===== config.mk =====
export PLATFORM = sky130hd
export DESIGN_NAME = hdlc_tx_bit_framer_core
export DESIGN_NICKNAME = d
export VERILOG_FILES = /design/src/design/htbf_pkg.sv /design/src/design/htbf_regs.sv /design/src/design/htbf_front.sv /design/src/design/htbf_back.sv /design/src/design/hdlc_tx_bit_framer_core.sv
export SDC_FILE = /design/constraint.sdc
export NUM_CORES = 1
export LEC_CHECK = 0
export BUFFER_PORTS_ARGS = -buffer_cell sky130_fd_sc_hd__buf_2
export CELL_PAD_IN_SITES_DETAIL_PLACEMENT = 0
export CELL_PAD_IN_SITES_GLOBAL_PLACEMENT = 2
export CORE_UTILIZATION = 40
export DETAILED_ROUTE_END_ITERATION = 10
export PLACE_DENSITY = 0.85
export SYNTH_ARGS = -nofsm -noshare
export SYNTH_HDL_FRONTEND = slang
export SYNTH_SLANG_ARGS = --single-unit

===== constraint.sdc =====
create_clock -name aclk -period 5.8 [get_ports aclk]
set_input_delay 0.29 -clock aclk [delete_from_list [all_inputs] [get_ports aclk]]
set_output_delay 0.29 -clock aclk [all_outputs]
set_load 0.02 [all_outputs]

===== src/design/htbf_pkg.sv =====
// Shared types, codes and constants of the HDLC transmit bit framer.
// Used by every module of the framer; depends on nothing else.
package htbf_pkg;

    // Stream payload widths, zero-filled to whole bytes.
    localparam int S_TDATA_W = 16;
    localparam int M_TDATA_W = 8;
    localparam int M_TUSER_W = 1;

    // APB port.
    localparam int APB_ADDR_W = 4;
    localparam int APB_DATA_W = 32;

    // Register indexes (byte address divided by four).
    localparam logic [1:0] REG_FRAME_BIT_LIMIT    = 2'd0;
    localparam logic [1:0] REG_SCRAMBLE_ENABLE    = 2'd1;
    localparam logic [1:0] REG_SCRAMBLE_START_BIT = 2'd2;
    localparam logic [1:0] REG_NRZI_ENABLE        = 2'd3;

    localparam logic [15:0] LIMIT_RESET     = 16'd4096;
    localparam logic [15:0] SCR_START_RESET = 16'd32;

    // Command codes on the input stream.
    localparam logic [2:0] CMD_START = 3'd0;
    localparam logic [2:0] CMD_SYNC  = 3'd1;
    localparam logic [2:0] CMD_FLAG  = 3'd2;
    localparam logic [2:0] CMD_DATA  = 3'd3;
    localparam logic [2:0] CMD_CRC   = 3'd4;

    localparam logic [7:0]  SYNC_BYTE = 8'h00;
    localparam logic [7:0]  FLAG_BYTE = 8'h7E;
    localparam logic [15:0] CRC_POLY  = 16'h8408;
    localparam logic [15:0] CRC_INIT  = 16'hFFFF;
    localparam logic [2:0]  STUFF_RUN = 3'd5;
    localparam int          SCR_TAP_HI = 16;
    localparam int          SCR_TAP_LO = 11;

    localparam int QUEUE_DEPTH_DEF = 4;

    typedef enum logic [1:0] {
        KIND_START,
        KIND_RAW,
        KIND_DATA,
        KIND_CRC
    } kind_t;

    typedef struct packed {
        kind_t      kind;
        logic [7:0] byte_val;
    } q_entry_t;

    typedef struct packed {
        logic [15:0] frame_bit_limit;
        logic        scramble_enable;
        logic [15:0] scramble_start_bit;
        logic        nrzi_enable;
    } cfg_t;

    // One step of the reflected CRC-16.
    function automatic logic [15:0] crc_step(input logic [15:0] crc, input logic b);
        logic [15:0] c;
        c = crc ^ {15'd0, b};
        if (c[0]) begin
            crc_step = (c >> 1) ^ CRC_POLY;
        end else begin
            crc_step = c >> 1;
        end
    endfunction

endpackage


===== src/design/htbf_regs.sv =====
// APB register file of the HDLC transmit bit framer.
// Depends on htbf_pkg for register indexes, reset values and the cfg_t struct.
module htbf_regs (
    input  logic                              aclk,
    input  logic                              aresetn,
    input  logic                              psel,
    input  logic                              penable,
    input  logic                              pwrite,
    input  logic [htbf_pkg::APB_ADDR_W-1:0]   paddr,
    input  logic [htbf_pkg::APB_DATA_W-1:0]   pwdata,
    output logic [htbf_pkg::APB_DATA_W-1:0]   prdata,
    output logic                              pready,
    output htbf_pkg::cfg_t                    cfg
);
    import htbf_pkg::*;

    cfg_t       cfg_reg;
    logic       wr_en;
    logic [1:0] reg_idx;

    assign pready  = 1'b1;
    assign wr_en   = psel & penable & pwrite & pready;
    assign reg_idx = paddr[3:2];
    assign cfg     = cfg_reg;

    always_ff @(posedge aclk) begin
        if (!aresetn) begin
            cfg_reg.frame_bit_limit    <= LIMIT_RESET;
            cfg_reg.scramble_enable    <= 1'b0;
            cfg_reg.scramble_start_bit <= SCR_START_RESET;
            cfg_reg.nrzi_enable        <= 1'b0;
        end else if (wr_en) begin
            case (reg_idx)
                REG_FRAME_BIT_LIMIT:    cfg_reg.frame_bit_limit    <= pwdata[15:0];
                REG_SCRAMBLE_ENABLE:    cfg_reg.scramble_enable    <= pwdata[0];
                REG_SCRAMBLE_START_BIT: cfg_reg.scramble_start_bit <= pwdata[15:0];
                REG_NRZI_ENABLE:        cfg_reg.nrzi_enable        <= pwdata[0];
                default: ;
            endcase
        end
    end

    always_comb begin
        case (reg_idx)
            REG_FRAME_BIT_LIMIT:    prdata = {16'd0, cfg_reg.frame_bit_limit};
            REG_SCRAMBLE_ENABLE:    prdata = {31'd0, cfg_reg.scramble_enable};
            REG_SCRAMBLE_START_BIT: prdata = {16'd0, cfg_reg.scramble_start_bit};
            REG_NRZI_ENABLE:        prdata = {31'd0, cfg_reg.nrzi_enable};
            default:                prdata = '0;
        endcase
    end

endmodule


===== src/design/htbf_front.sv =====
// Front end of the framer: takes command requests, decodes them into work kinds
// and queues them for the bit engine. Depends on htbf_pkg.
module htbf_front #(
    parameter int QUEUE_DEPTH = htbf_pkg::QUEUE_DEPTH_DEF
) (
    input  logic                             aclk,
    input  logic                             aresetn,
    input  logic                             s_tvalid,
    output logic                             s_tready,
    // [2:0] cmd, [10:3] data_byte, rest zero
    input  logic [htbf_pkg::S_TDATA_W-1:0]   s_tdata,
    output logic                             q_valid,
    output htbf_pkg::q_entry_t               q_entry,
    input  logic                             q_pop
);
    import htbf_pkg::*;

    localparam int PTR_W = (QUEUE_DEPTH > 1) ? $clog2(QUEUE_DEPTH) : 1;
    localparam int CNT_W = $clog2(QUEUE_DEPTH + 1);

    q_entry_t         q_mem_reg [QUEUE_DEPTH];
    logic [PTR_W-1:0] wr_ptr_reg, wr_ptr_next;
    logic [PTR_W-1:0] rd_ptr_reg, rd_ptr_next;
    logic [CNT_W-1:0] count_reg, count_next;

    logic [2:0] cmd;
    logic [7:0] data_byte;
    q_entry_t   dec_entry;
    logic       dec_known;
    logic       push;

    assign cmd       = s_tdata[2:0];
    assign data_byte = s_tdata[10:3];

    // Unknown codes are accepted and dropped here; they never reach the engine.
    always_comb begin
        dec_known          = 1'b1;
        dec_entry.kind     = KIND_START;
        dec_entry.byte_val = data_byte;
        case (cmd)
            CMD_START: dec_entry.kind = KIND_START;
            CMD_SYNC: begin
                dec_entry.kind     = KIND_RAW;
                dec_entry.byte_val = SYNC_BYTE;
            end
            CMD_FLAG: begin
                dec_entry.kind     = KIND_RAW;
                dec_entry.byte_val = FLAG_BYTE;
            end
            CMD_DATA: dec_entry.kind = KIND_DATA;
            CMD_CRC:  dec_entry.kind = KIND_CRC;
            default:  dec_known = 1'b0;
        endcase
    end

    assign s_tready = (count_reg != CNT_W'(QUEUE_DEPTH));
    assign push     = s_tvalid & s_tready & dec_known;
    assign q_valid  = (count_reg != '0);
    assign q_entry  = q_mem_reg[rd_ptr_reg];

    always_comb begin
        wr_ptr_next = wr_ptr_reg;
        rd_ptr_next = rd_ptr_reg;
        count_next  = count_reg;
        if (push) begin
            wr_ptr_next = (wr_ptr_reg == PTR_W'(QUEUE_DEPTH - 1)) ? '0 : wr_ptr_reg + 1'b1;
        end
        if (q_pop) begin
            rd_ptr_next = (rd_ptr_reg == PTR_W'(QUEUE_DEPTH - 1)) ? '0 : rd_ptr_reg + 1'b1;
        end
        if (push && !q_pop) begin
            count_next = count_reg + 1'b1;
        end else if (!push && q_pop) begin
            count_next = count_reg - 1'b1;
        end
    end

    always_ff @(posedge aclk) begin
        if (!aresetn) begin
            wr_ptr_reg <= '0;
            rd_ptr_reg <= '0;
            count_reg  <= '0;
        end else begin
            wr_ptr_reg <= wr_ptr_next;
            rd_ptr_reg <= rd_ptr_next;
            count_reg  <= count_next;
        end
    end

    always_ff @(posedge aclk) begin
        if (push) begin
            q_mem_reg[wr_ptr_reg] <= dec_entry;
        end
    end

endmodule


===== src/design/htbf_back.sv =====
// Bit engine of the framer: runs queued commands one line bit per cycle while the output is not stalled, through
// CRC, zero stuffing, scrambler and NRZI into an output register. Depends on htbf_pkg.
module htbf_back (
    input  logic                             aclk,
    input  logic                             aresetn,
    input  htbf_pkg::cfg_t                   cfg,
    input  logic                             q_valid,
    input  htbf_pkg::q_entry_t               q_entry,
    output logic                             q_pop,
    output logic                             m_tvalid,
    input  logic                             m_tready,
    // [0] line_bit, rest zero
    output logic [htbf_pkg::M_TDATA_W-1:0]   m_tdata,
    output logic                             m_tlast,
    // [0] frame_full
    output logic [htbf_pkg::M_TUSER_W-1:0]   m_tuser
);
    import htbf_pkg::*;

    // Command in progress.
    logic        busy_reg, busy_next;
    kind_t       kind_reg, kind_next;
    logic [15:0] sh_reg, sh_next;
    logic [3:0]  idx_reg, idx_next;
    logic        stuff_reg, stuff_next;

    // Frame state.
    logic [15:0] crc_reg, crc_next;
    logic [2:0]  ones_reg, ones_next;
    logic [15:0] count_reg, count_next;
    logic [16:0] scr_reg, scr_next;
    logic        tone_reg, tone_next;

    // Output register.
    logic out_valid_reg, out_valid_next;
    logic out_line_reg, out_line_next;
    logic out_last_reg, out_last_next;
    logic out_full_reg, out_full_next;

    logic       advance;
    logic       bit_val;
    logic       stuffed;
    logic       is_data;
    logic [3:0] last_idx;
    logic       can_send;
    logic       hit_limit;
    logic [2:0] ones_inc;
    logic       need_stuff;
    logic       more;
    logic       scr_on;
    logic       scr_out;
    logic       v1;
    logic       tone_new;
    logic       line;
    logic       done;

    always_comb begin
        busy_next      = busy_reg;
        kind_next      = kind_reg;
        sh_next        = sh_reg;
        idx_next       = idx_reg;
        stuff_next     = stuff_reg;
        crc_next       = crc_reg;
        ones_next      = ones_reg;
        count_next     = count_reg;
        scr_next       = scr_reg;
        tone_next      = tone_reg;
        out_valid_next = out_valid_reg;
        out_line_next  = out_line_reg;
        out_last_next  = out_last_reg;
        out_full_next  = out_full_reg;
        q_pop          = 1'b0;
        done           = 1'b0;

        advance    = !out_valid_reg || m_tready;
        bit_val    = stuff_reg ? 1'b0 : sh_reg[0];
        stuffed    = (kind_reg == KIND_DATA) || (kind_reg == KIND_CRC);
        is_data    = stuffed && !stuff_reg;
        last_idx   = (kind_reg == KIND_CRC) ? 4'd15 : 4'd7;
        can_send   = count_reg < cfg.frame_bit_limit;
        // The bit after this one would fall past the limit.
        hit_limit  = ({1'b0, count_reg} + 17'd1) >= {1'b0, cfg.frame_bit_limit};
        // The run count saturates, since any run of five or more forces a stuffed zero.
        ones_inc   = (ones_reg == 3'd7) ? ones_reg : ones_reg + 3'd1;
        need_stuff = is_data && bit_val && (ones_inc >= STUFF_RUN);
        more       = need_stuff || (idx_reg != last_idx);
        scr_on     = cfg.scramble_enable && (count_reg >= cfg.scramble_start_bit);
        scr_out    = bit_val ^ scr_reg[SCR_TAP_HI] ^ scr_reg[SCR_TAP_LO];
        v1         = scr_on ? scr_out : bit_val;
        tone_new   = v1 ? tone_reg : ~tone_reg;
        line       = cfg.nrzi_enable ? tone_new : v1;

        if (advance) begin
            out_valid_next = 1'b0;
            if (busy_reg) begin
                // A data bit enters the CRC even when the limit drops it.
                if (is_data) begin
                    crc_next = crc_step(crc_reg, bit_val);
                end
                if (can_send) begin
                    count_next = count_reg + 16'd1;
                    if (scr_on) begin
                        scr_next = {scr_reg[15:0], scr_out};
                    end
                    if (cfg.nrzi_enable) begin
                        tone_next = tone_new;
                    end
                    if (!stuffed) begin
                        if (!bit_val) begin
                            ones_next = '0;
                        end
                    end else if (is_data && bit_val) begin
                        ones_next = ones_inc;
                    end else begin
                        ones_next = '0;
                    end
                    out_valid_next = 1'b1;
                    out_line_next  = line;
                    out_last_next  = !more || hit_limit;
                    out_full_next  = more && hit_limit;
                    done           = !more;
                    if (more) begin
                        if (need_stuff) begin
                            stuff_next = 1'b1;
                        end else begin
                            stuff_next = 1'b0;
                            idx_next   = idx_reg + 4'd1;
                            sh_next    = sh_reg >> 1;
                        end
                    end
                end else begin
                    done = 1'b1;
                end
            end

            if (!busy_reg || done) begin
                busy_next = 1'b0;
                if (q_valid) begin
                    q_pop      = 1'b1;
                    kind_next  = q_entry.kind;
                    idx_next   = '0;
                    stuff_next = 1'b0;
                    case (q_entry.kind)
                        KIND_START: begin
                            count_next = '0;
                            ones_next  = '0;
                            tone_next  = 1'b0;
                            scr_next   = '0;
                            crc_next   = CRC_INIT;
                        end
                        KIND_RAW, KIND_DATA: begin
                            busy_next = 1'b1;
                            sh_next   = {8'd0, q_entry.byte_val};
                        end
                        KIND_CRC: begin
                            busy_next = 1'b1;
                            sh_next   = ~crc_next;
                        end
                        default: ;
                    endcase
                end
            end
        end
    end

    always_ff @(posedge aclk) begin
        if (!aresetn) begin
            busy_reg      <= 1'b0;
            stuff_reg     <= 1'b0;
            out_valid_reg <= 1'b0;
            crc_reg       <= CRC_INIT;
            ones_reg      <= '0;
            count_reg     <= '0;
            scr_reg       <= '0;
            tone_reg      <= 1'b0;
        end else begin
            busy_reg      <= busy_next;
            stuff_reg     <= stuff_next;
            out_valid_reg <= out_valid_next;
            crc_reg       <= crc_next;
            ones_reg      <= ones_next;
            count_reg     <= count_next;
            scr_reg       <= scr_next;
            tone_reg      <= tone_next;
        end
    end

    always_ff @(posedge aclk) begin
        kind_reg     <= kind_next;
        sh_reg       <= sh_next;
        idx_reg      <= idx_next;
        out_line_reg <= out_line_next;
        out_last_reg <= out_last_next;
        out_full_reg <= out_full_next;
    end

    assign m_tvalid = out_valid_reg;
    assign m_tdata  = M_TDATA_W'(out_line_reg);
    assign m_tlast  = out_last_reg;
    assign m_tuser  = M_TUSER_W'(out_full_reg);

endmodule


===== src/design/hdlc_tx_bit_framer_core.sv =====
// Top level of the HDLC transmit bit framer: register file, command front end
// and bit engine. Depends on htbf_pkg, htbf_regs, htbf_front and htbf_back.
//
// The framer turns command requests (start frame, sync, flag, data byte,
// send CRC) into a stream of line bits, one result per bit, with tlast on the
// final bit of each command and tuser[0] set when the frame bit limit cut that
// command short. The bit engine produces one line bit per clock while the
// output is not stalled; a sync or flag gives 8 line bits, a data byte 8 to 10
// and a CRC 16 to 20 depending on the zeros stuffed; a start frame makes no
// result. When the limit drops a bit, the engine abandons the rest of that
// command. Requests queue ahead of the engine (QUEUE_DEPTH entries), so
// the next command is taken while the current one is still being sent and the
// engine moves straight from the last bit of one command to the first of the
// next. Unknown command codes are accepted and discarded. Registers are only
// to be written while no command is pending or in progress.
module hdlc_tx_bit_framer_core #(
    parameter int QUEUE_DEPTH = htbf_pkg::QUEUE_DEPTH_DEF
) (
    input  logic                              aclk,
    input  logic                              aresetn,
    input  logic                              s_tvalid,
    output logic                              s_tready,
    // [2:0] cmd, [10:3] data_byte, rest zero
    input  logic [htbf_pkg::S_TDATA_W-1:0]    s_tdata,
    output logic                              m_tvalid,
    input  logic                              m_tready,
    // [0] line_bit, rest zero
    output logic [htbf_pkg::M_TDATA_W-1:0]    m_tdata,
    output logic                              m_tlast,
    // [0] frame_full
    output logic [htbf_pkg::M_TUSER_W-1:0]    m_tuser,
    input  logic                              psel,
    input  logic                              penable,
    input  logic                              pwrite,
    input  logic [htbf_pkg::APB_ADDR_W-1:0]   paddr,
    input  logic [htbf_pkg::APB_DATA_W-1:0]   pwdata,
    output logic [htbf_pkg::APB_DATA_W-1:0]   prdata,
    output logic                              pready
);
    import htbf_pkg::*;

    cfg_t     cfg;
    logic     q_valid;
    q_entry_t q_entry;
    logic     q_pop;

    htbf_regs u_regs (
        .aclk    (aclk),
        .aresetn (aresetn),
        .psel    (psel),
        .penable (penable),
        .pwrite  (pwrite),
        .paddr   (paddr),
        .pwdata  (pwdata),
        .prdata  (prdata),
        .pready  (pready),
        .cfg     (cfg)
    );

    htbf_front #(
        .QUEUE_DEPTH (QUEUE_DEPTH)
    ) u_front (
        .aclk     (aclk),
        .aresetn  (aresetn),
        .s_tvalid (s_tvalid),
        .s_tready (s_tready),
        .s_tdata  (s_tdata),
        .q_valid  (q_valid),
        .q_entry  (q_entry),
        .q_pop    (q_pop)
    );

    htbf_back u_back (
        .aclk     (aclk),
        .aresetn  (aresetn),
        .cfg      (cfg),
        .q_valid  (q_valid),
        .q_entry  (q_entry),
        .q_pop    (q_pop),
        .m_tvalid (m_tvalid),
        .m_tready (m_tready),
        .m_tdata  (m_tdata),
        .m_tlast  (m_tlast),
        .m_tuser  (m_tuser)
    );

endmodule


Word level (Yosys, flattened, before mapping)
Memory sizes are Yosys's and may differ from the RTL's. A register that Yosys moved wholly into a read port is not among the register bits.
Index checks and enable logic that the tools add are counted.
- bits of input ports: 59
- output and inout bits: 45
- bits in registers: 122
- word-level logic and storage cells: 174
- memories: 1
- RAM bits: 40
- eq/ne operators: 17
- bitwise logic cells: 10
- add/sub/neg operators: 8
- reductions and logical operators: 34
- order comparisons: 4
- multiplexer cells: 79
- memories (name ; depth ; width ; read ports ; clocked after memory_dff ; write ports ; line ; RTL):
    u_front.q_mem_reg ; 4 ; 10 ; 1 ; 1 ; 1 ; htbf_front.sv:21 ; q_entry_t q_mem_reg [QUEUE_DEPTH];
- operators with widths (cell ; number):
    $mux W16 ; 18
    $pmux W32 S4 ; 1
    $mux W17 ; 6
    $mux W3 ; 11
    $pmux W16 S2 ; 1
    $mux W1 ; 29
    $mux W4 ; 7
    $add A16 B1 Y17 const B ; 1
    $ge A17 B16 Y1 ; 1
    $add A16 B1 Y16 const B ; 1
    $eq A2 B2 Y1 const B ; 8
    $ge A16 B16 Y1 ; 1
    $lt A16 B16 Y1 ; 1
    $not A16 Y16 ; 1
    $pmux W8 S2 ; 1
    $xor A16 B1 Y16 ; 1
    $reduce_and A2 Y1 ; 5
    $mux W2 ; 4
    $logic_and A1 B1 Y1 ; 7
    $add A3 B1 Y3 const B ; 2
    $eq A3 B2 Y1 const B ; 2
    $eq A3 B3 Y1 const B ; 2
    $logic_not A1 Y1 ; 6
    $pmux W2 S3 ; 1
    21 further kinds ; 34

Logic depth before layout (Yosys ltp)
Gate-level depths: netlist (run 1).
- depth after elaboration: 16
- depth in mapped cells: 15
- gate-level depth less buffers: 15

Cells and area by module
From an unflattened synthesis (run 1), not the netlist that was laid out.
- cell total of the unflattened synthesis: 950
- area, all modules: 9316.4 um^2
- modules (own cells, without submodules) (module ; area an instance (um^2) ; cells an instance ; instances ; seq. area each (um^2)):
    htbf_back ; 5451.5 ; 628 ; 1 ; 1871.8
    htbf_front ; 2084.5 ; 133 ; 1 ; 1381.3
    htbf_regs ; 1780.5 ; 189 ; 1 ; 680.7

Least setup slack after synthesis (run 1)
No wires, ideal clock.
- path type: flip-flop to flip-flop
- from: register u_regs.cfg_reg, in the netlist u_regs.cfg[25]
- to: register u_front.count_reg[2]
- library setup time: 71 ps
- path slack: 2753 ps
- stages on the path, launching flop included: 16
- buffers on the path: 0
- arrival time: 2976 ps
- required time: 5729 ps
- period minus slack after synthesis: 3047 ps
- path through: dfxtp_1 inv_1 ha_1 a21oi_2 a211oi_2 a211oi_2 nand2_4 nor2_2 nor3_4 inv_2 ha_1 inv_1 fa_1 xor2_1 or3_1 a21oi_1
- word-level cells in the longest chain between the ends: 10
- elaborated cells between the ends (all ways): 12
- those cells by class: order compare (1); mux (6); reduce/logical (5)
- ends and longest elaborated chain (item ; line ; RTL):
    start: declaration ; htbf_regs.sv:17 ; cfg_t cfg_reg;
    $lt A16 B16 Y1 * ; htbf_back.sv:80 ; can_send = count_reg < cfg.frame_bit_limit;
    $mux W1 * ; htbf_back.sv:100 ; if (can_send) begin
    $mux W1 * ; htbf_back.sv:95 ; if (busy_reg) begin
    $mux W1 * ; htbf_back.sv:93 ; if (advance) begin
    $logic_or A1 B1 Y1 * ; htbf_back.sv:136 ; if (!busy_reg || done) begin
    $mux W1 * ; htbf_back.sv:136 ;
    $mux W1 * ; htbf_back.sv:93 ;
    $logic_not A1 Y1 ; htbf_front.sv:71 ; if (push && !q_pop) begin
    $logic_and A1 B1 Y1 ; htbf_front.sv:71 ;
    $mux W3 / $reduce_bool A2 Y1 (equally long branches) ; - ;
    end signal: assignment ; htbf_front.sv:86 ; count_reg <= count_next;
    end: declaration ; htbf_front.sv:24 ; logic [CNT_W-1:0] count_reg, count_next;
Every way passes the cells marked *; elsewhere a longest branch is shown, timed or not. The select of a mux whose other input is x is not followed.
A chain may end at the register's enable or synchronous reset.

Worst setup path in the final report (run 1)
- from: register u_regs.cfg_reg, in the netlist u_regs.cfg[31]
- to: register u_front.count_reg[2]
The elaborated chain is that of the path after synthesis.

==> impl_metrics.ini, run 1 <==
[outcome]
status = complete, no violations

[global_routing]
grtUsageMet2_pct = 27.3
globalRouteOverflowTotal = 0
globalRouteMet3Util_pct = 2.93
gr-usage-all-layers_pct = 17.5
grt_first_pass_wirelength_mm = 32.7
grt_busiest_layer = met2
grt_antenna_before_repair = 0
grt_pass1_vias = 6294
grt_max_degree = 69
gr-usage-met1_pct = 24.8

[sta]
final_max_slew_viol_count = 0
clock.fmax_ghz = 0.287
final-hold-violation-count = 0
layout_setup_ws_ps = 2320
final_min_period_over_clock_period_pct = 60.0
finalWorstPathRequiredPeriod_ps = 3480
final.setup_skew_ps = 15.1
final.hold.worst_slack_ps = 88.5
slew_at_the_pin_with_the_worst_max_slew_slack_ps = 1080
rsz0062_at_grt = no
slew_hr_pct = 27.6
setup_tns_ps = 0
setup_viol = 0

[logic_synthesis]
postSynthAreaPerCell_um2 = 9.46
synth_sequential_area_ratio_pct = 42.7
synth_warn = 0
synth_largest_type_area_fraction_pct = 21.5
ys_top_cells_by_area = sky130_fd_sc_hd__dfxtp_1 (22%), sky130_fd_sc_hd__edfxtp_1 (21%), sky130_fd_sc_hd__ha_1 (8.1%), sky130_fd_sc_hd__nand2_1 (7.0%), sky130_fd_sc_hd__a21oi_1 (4.3%)
synth_enable_flop_cells = 65
synth_cells = 974
yosysTopAreaCell = sky130_fd_sc_hd__dfxtp_1
synthMostInstantiatedCell = sky130_fd_sc_hd__nand2_1
syn-cell-area_um2 = 9210
postSynthRegisterBits = 164
postSynth.topFlopCell = sky130_fd_sc_hd__dfxtp_1
synth.top_cells.by_count = sky130_fd_sc_hd__nand2_1 (173), sky130_fd_sc_hd__dfxtp_1 (99), sky130_fd_sc_hd__a21oi_1 (79)
yosysUniqueCellTypes = 72
synth-async-reset-ratio_pct = 0

[detailed_routing]
route.vias.total = 6750
routedWlPerCell_um = 15.4
via_per_inst = 5.19
totalWireLength_mm = 20.0
detail-route-antenna-nets = 0
drt-pass1-iter-count = 5
initialDrtViolationCount = 331
remaining_drc_errors = 0

[layout]
number_of_inserted_diodes = 0
area.sequential_um2 = 3930
layout.filler_cells = 2226
largest_reg_flops = 40
flow.area_growth_from_synthesis_pct = 10.1
fin_cells = 1300
multiInputGateArea_um2 = 4770
post-route-util_pct = 44.8
layout.nets = 1122
finish.instance_area_um2 = 10100
post_route_cells_drive_above_1_share_pct = 15.7

[placed_design]
finalWeightedCongestion = 0.802
pre_cts_slack_ps = 2320
numPlacedInstances = 1268
buffer_ports.inserted = 56
placedInstanceArea_um2 = 9540
post-dp-hpwl_mm = 14.0

[power_and_ir_drop]
vdd_ir_drop_max_v = 0.000193
total_power_consumption_mw = 3.80
power_density_nw_per_um2 = 374
p_leak_nw = 4.08

[cts]
post_cts.resized_instances = 0
hold_buffer_count_at_cts = 0
cts_htree_levels = 4
postCtsSetupRepairBufs = 0
cts.root.buffer_cell = sky130_fd_sc_hd__clkbuf_16
cts-buffers-inserted = 17
cts.reportedPaths.clkPinSlew_ps = 80
ctsLongestPathBuffers = 2
cts_tree = built
worstSkewPairLatency_ps = 440
cts_sinks = 164

[critical_path]
critical_path_class = flop to flop
critPathSlowestCell = sky130_fd_sc_hd__a211oi_2
worstPathMaxFanout = 5
reg2regPathDepth = 15
cp.required_ps = 6170
cp.buffers_inverters = 3
critical_path_cell_by_cell = inv_1 -> ha_1 -> nand4_1 -> a211oi_2 -> a211oi_2 -> nand2_4 -> nor2_2 -> nor3_4 -> inv_2 -> ha_1 -> inv_1 -> fa_1 -> xor2_1 -> or3_1 -> a21oi_1
setup.worst_path.start = u_regs.cfg[31]
reg2reg_slack_ps = 2320
reg2reg_from = u_regs.cfg[31]
worstSetupEndpoint = u_front.count_reg[2]
timing.rr.end = u_front.count_reg[2]
path_delay_family = simple AND/OR/NAND/NOR gates
worst_path_largest_cell_delay_ps = 500
worst_setup_path_start_kind = flop
cp_data_arrival_time_ps = 3850
worst_setup_path_end_kind = flop
timing.critical_path.depth = 15

[die]
initial_utilization_pct = 40.7
io_pins = 104
die_w_um = 154
core_area_um2 = 22600
vertical_die_dimension_um = 154
fp.dieArea_um2 = 23600
core.rowCount = 55

[flow_run]
max_cap_viol_count = 0

[hold_path]
min-delay-path-class = input port to flop
==> cell type report <==
cell class / instances / share of cell area [%]
Clock buffer: 17 / 4.19
Clock inverter: 15 / 1.84
Inverter: 43 / 1.59
Multi-Input combinational cell: 716 / 47.0
Sequential cell: 164 / 38.8
Tap cell: 285 / 3.51
Timing Repair Buffer: 60 / 3.06
==> worst min-delay path by stage <==
stage,to,startpoint,depth (start not counted),slack (ps)
finish,u_regs.cfg[6],pwdata[5],3,90
global route,u_regs.cfg[32],pwdata[14],3,90
CTS,u_regs.cfg[6],pwdata[5],3,70
detailed placement,u_regs.cfg[9],u_regs.cfg[9],2,470
global placement,u_back.tone_reg,u_back.tone_reg,2,450
floorplan,u_regs.cfg[10],pwdata[9],2,430
==> kinds of logic (layout without fill, tap and decap cells) <==
logic type | Yosys count | count (layout) | share of synthesized area (%)
muxes | 48 | 48 | 6.72
AOI/OAI and AO/OA | 218 | 218 | 16.1
buffers and inverters | 116 | 135 | 6.44
DFF | 164 | 164 | 42.7
other | 2 | 24 | 0.0815
and+or+nand+nor | 346 | 346 | 17.8
xor gates and xnor gates | 19 | 19 | 1.81
adders and majority gates | 61 | 61 | 8.37
==> report_power, final <==
| group | internal (mW) | leakage, nW | switching (mW) |
|---|---|---|---|
| logic | 0.413 | 2.34 | 0.673 |
| clock network | 0.592 | 0.298 | 0.576 |
| registers | 1.40 | 1.45 | 0.143 |
| total | 2.41 | 4.08 | 1.39 |
==> worst min-delay path, cell delays in order <==
cell and delay (ps):
sky130_fd_sc_hd__buf_2 90, sky130_fd_sc_hd__nand2_1 40, sky130_fd_sc_hd__o211ai_1 80
==> cell usage in the layout (no fill, tap or decap), drive strengths merged, types with 8 or more instances in the layout <==
master  synthesis  routed
nor3            8       8
dfxtp          99      99
nand4          18      18
conb            2      24
xnor2          12      12
a22oi          10      10
mux2i          36      36
a21oi          80      80
edfxtp         65      65
nor2b          12      12
a211oi         21      21
buf            49      60
mux4           11      11
inv            42      52
nor2           60      60
nand3          29      29
clkbuf         24      17
nand2b          8       8
a32o            8       8
o21ai          64      64
nand2         175     175
ha             60      60
==> layer usage <==
layer	vias up	share of wire (%)
li1	3475	-
met5	-	0
met2	95	44
met3	19	2.7
met4	0	1.1
met1	3161	52
Power figures use the tool's default switching activity.
==> run 2: changes to the inputs <==
Settings changed: CORE_UTILIZATION 40 to 34, PLACE_DENSITY 0.85 to 0.77.
Clock period 5.8 ns to 2.8 ns, I/O delays scaled along.
==> impl_metrics.ini, run 2 (synthesis results as in run 1) <==
[die]
core.rowCount = 59
fp.dieArea_um2 = 27800
initial_utilization_pct = 35.0
io_pins = 104
core_area_um2 = 26400
die_w_um = 167
vertical_die_dimension_um = 167

[global_routing]
grt_first_pass_wirelength_mm = 36.3
gr-usage-all-layers_pct = 16.4
grt_max_degree = 42
grt_antenna_before_repair = 0
globalRouteOverflowTotal = 0
grt_pass1_vias = 6726

[critical_path]
cp.required_ps = 3170
critPathSlowestCell = sky130_fd_sc_hd__fa_2
path_delay_family = simple AND/OR/NAND/NOR gates
worst_path_largest_cell_delay_ps = 350
worst_setup_path_end_kind = flop
cp_data_arrival_time_ps = 3180
reg2regPathDepth = 15
worstPathMaxFanout = 2
worst_setup_path_start_kind = flop
cpMostUsedCell = sky130_fd_sc_hd__inv_2
timing.critical_path.depth = 15
critical_path_cell_by_cell = inv_1 -> ha_1 -> nand4_1 -> a211oi_2 -> a211oi_4 -> nand2_4 -> nor2_4 -> nor3_4 -> inv_2 -> ha_4 -> inv_2 -> fa_2 -> xor2_1 -> or3_1 -> a21oi_1
critical_path_class = flop to flop
cp.buffers_inverters = 3

[detailed_routing]
totalWireLength_mm = 22.2
routedWlPerCell_um = 15.3
via_per_inst = 4.93
route.vias.total = 7144
remaining_drc_errors = 1
initialDrtViolationCount = 260
drt-pass1-iter-count = 7
detail-route-antenna-nets = 0

[layout]
layout.cells.most_common_list = sky130_fd_sc_hd__nand2_1 (172), sky130_fd_sc_hd__dfxtp_1 (81), sky130_fd_sc_hd__buf_4 (80)
flow.area_growth_from_synthesis_pct = 23.0
layout.nets = 1221
layout.cells.most_common = sky130_fd_sc_hd__nand2_1
post_route_cells_drive_above_1_share_pct = 26.3
number_of_inserted_diodes = 0
largest_reg_flops = 40
finish.instance_area_um2 = 11300
layout.filler_cells = 2590

[sta]
final.hold.worst_slack_ps = 97.7
layout_setup_ws_ps = -7.49
final.setup_skew_ps = 10.8
final-hold-violation-count = 0
rsz0062_at_grt = yes
setup_viol = 1
final_max_slew_viol_count = 0
slew_hr_pct = 47.3
slew_at_the_pin_with_the_worst_max_slew_slack_ps = 788
clock.fmax_ghz = 0.356
final_min_period_over_clock_period_pct = 100
finalWorstPathRequiredPeriod_ps = 2810
setup_tns_ps = -7.49

[outcome]
failed_checks = DRC, setup timing
status = complete, but fails checks

[placed_design]
pre_cts_slack_ps = -96.3
buffer_ports.inserted = 56
placedInstanceArea_um2 = 10300
finalWeightedCongestion = 0.796
post-dp-hpwl_mm = 15.8

[power_and_ir_drop]
vdd_ir_drop_max_v = 0.000447
power_density_nw_per_um2 = 733
p_leak_nw = 4.65

[hold_path]
holdPathStages = 3
min-delay-path-class = input port to flop

[cts]
cts_sinks = 164
cts_htree_levels = 4
cts_tree = built
cts.root.buffer_cell = sky130_fd_sc_hd__clkbuf_16
worstSkewPairLatency_ps = 440
ctsLongestPathBuffers = 2
cts.reportedPaths.clkPinSlew_ps = 80
cts-buffers-inserted = 17

[flow_run]
max_cap_viol_count = 0
## run 2: stage by stage
| stage | power [mW] | utilization [%] | std cells |
|---|---|---|---|
| 6_report | 8.30 | 43.0 | 1449 |
| 5_1_grt | 8.81 | 43.0 | 1449 |
| 4_1_cts | 8.34 | 42.3 | 1443 |
| 3_5_place_dp | 5.87 | 39.1 | 1394 |
| 3_3_place_gp | 5.84 | 39.1 | 1394 |
| 2_1_floorplan | 5.08 | - | 996 |
## run 2: per-layer routing
metal	share of wire (%)	global-route usage, %	vias up
met1	51	23.6	3353
met2	45	25.5	105
met3	2.6	2.16	16
met5	0	0	-
li1	-	-	3670
met4	1.1	4.83	0
## run 2: power by group
part           leakage (nW)  internal (mW)  switching, mW
Sequential             1.45           2.90          0.265
Combinational          2.89           1.16           1.55
Clock                 0.300           1.23           1.20
Total                  4.65           5.29           3.01
## run 2: path summary, 6_finish.rpt
path	from	endpoint	slack, ps
max	u_regs.cfg[26]	u_front.count_reg[2]	-7
min	s_tdata[8]	u_front.q_mem_reg[2][5]	100
max reg2reg	u_regs.cfg[26]	u_front.count_reg[2]	-7
min reg2reg	u_regs.cfg[22]	u_regs.cfg[22]	470
## run 2: worst min-delay path, cell delays in order
cell                      delay (ps)
sky130_fd_sc_hd__buf_2            90
sky130_fd_sc_hd__nand2_1          40
sky130_fd_sc_hd__o21ai_0         140
## run 2: cell type report
type	instances	area, µm²	area share [%]
multi-input cells	716	5020	44.3
clock buffers	17	425	3.76
repair buffers	159	1150	10.2
clock inverters	15	194	1.71
inverters	43	161	1.42
well taps	335	419	3.70
flip-flops and latches	164	3960	34.9
## run 2: what timing repair did
item / in CTS / in global routing
endpoints found under the hold margin: 34 / 0
gates resized for setup: 12 / 37
pin swaps: 2 / 17
hold buffers: 16 / 0
setup buffers: 1 / 6
endpoints found under the setup margin: 3 / 17
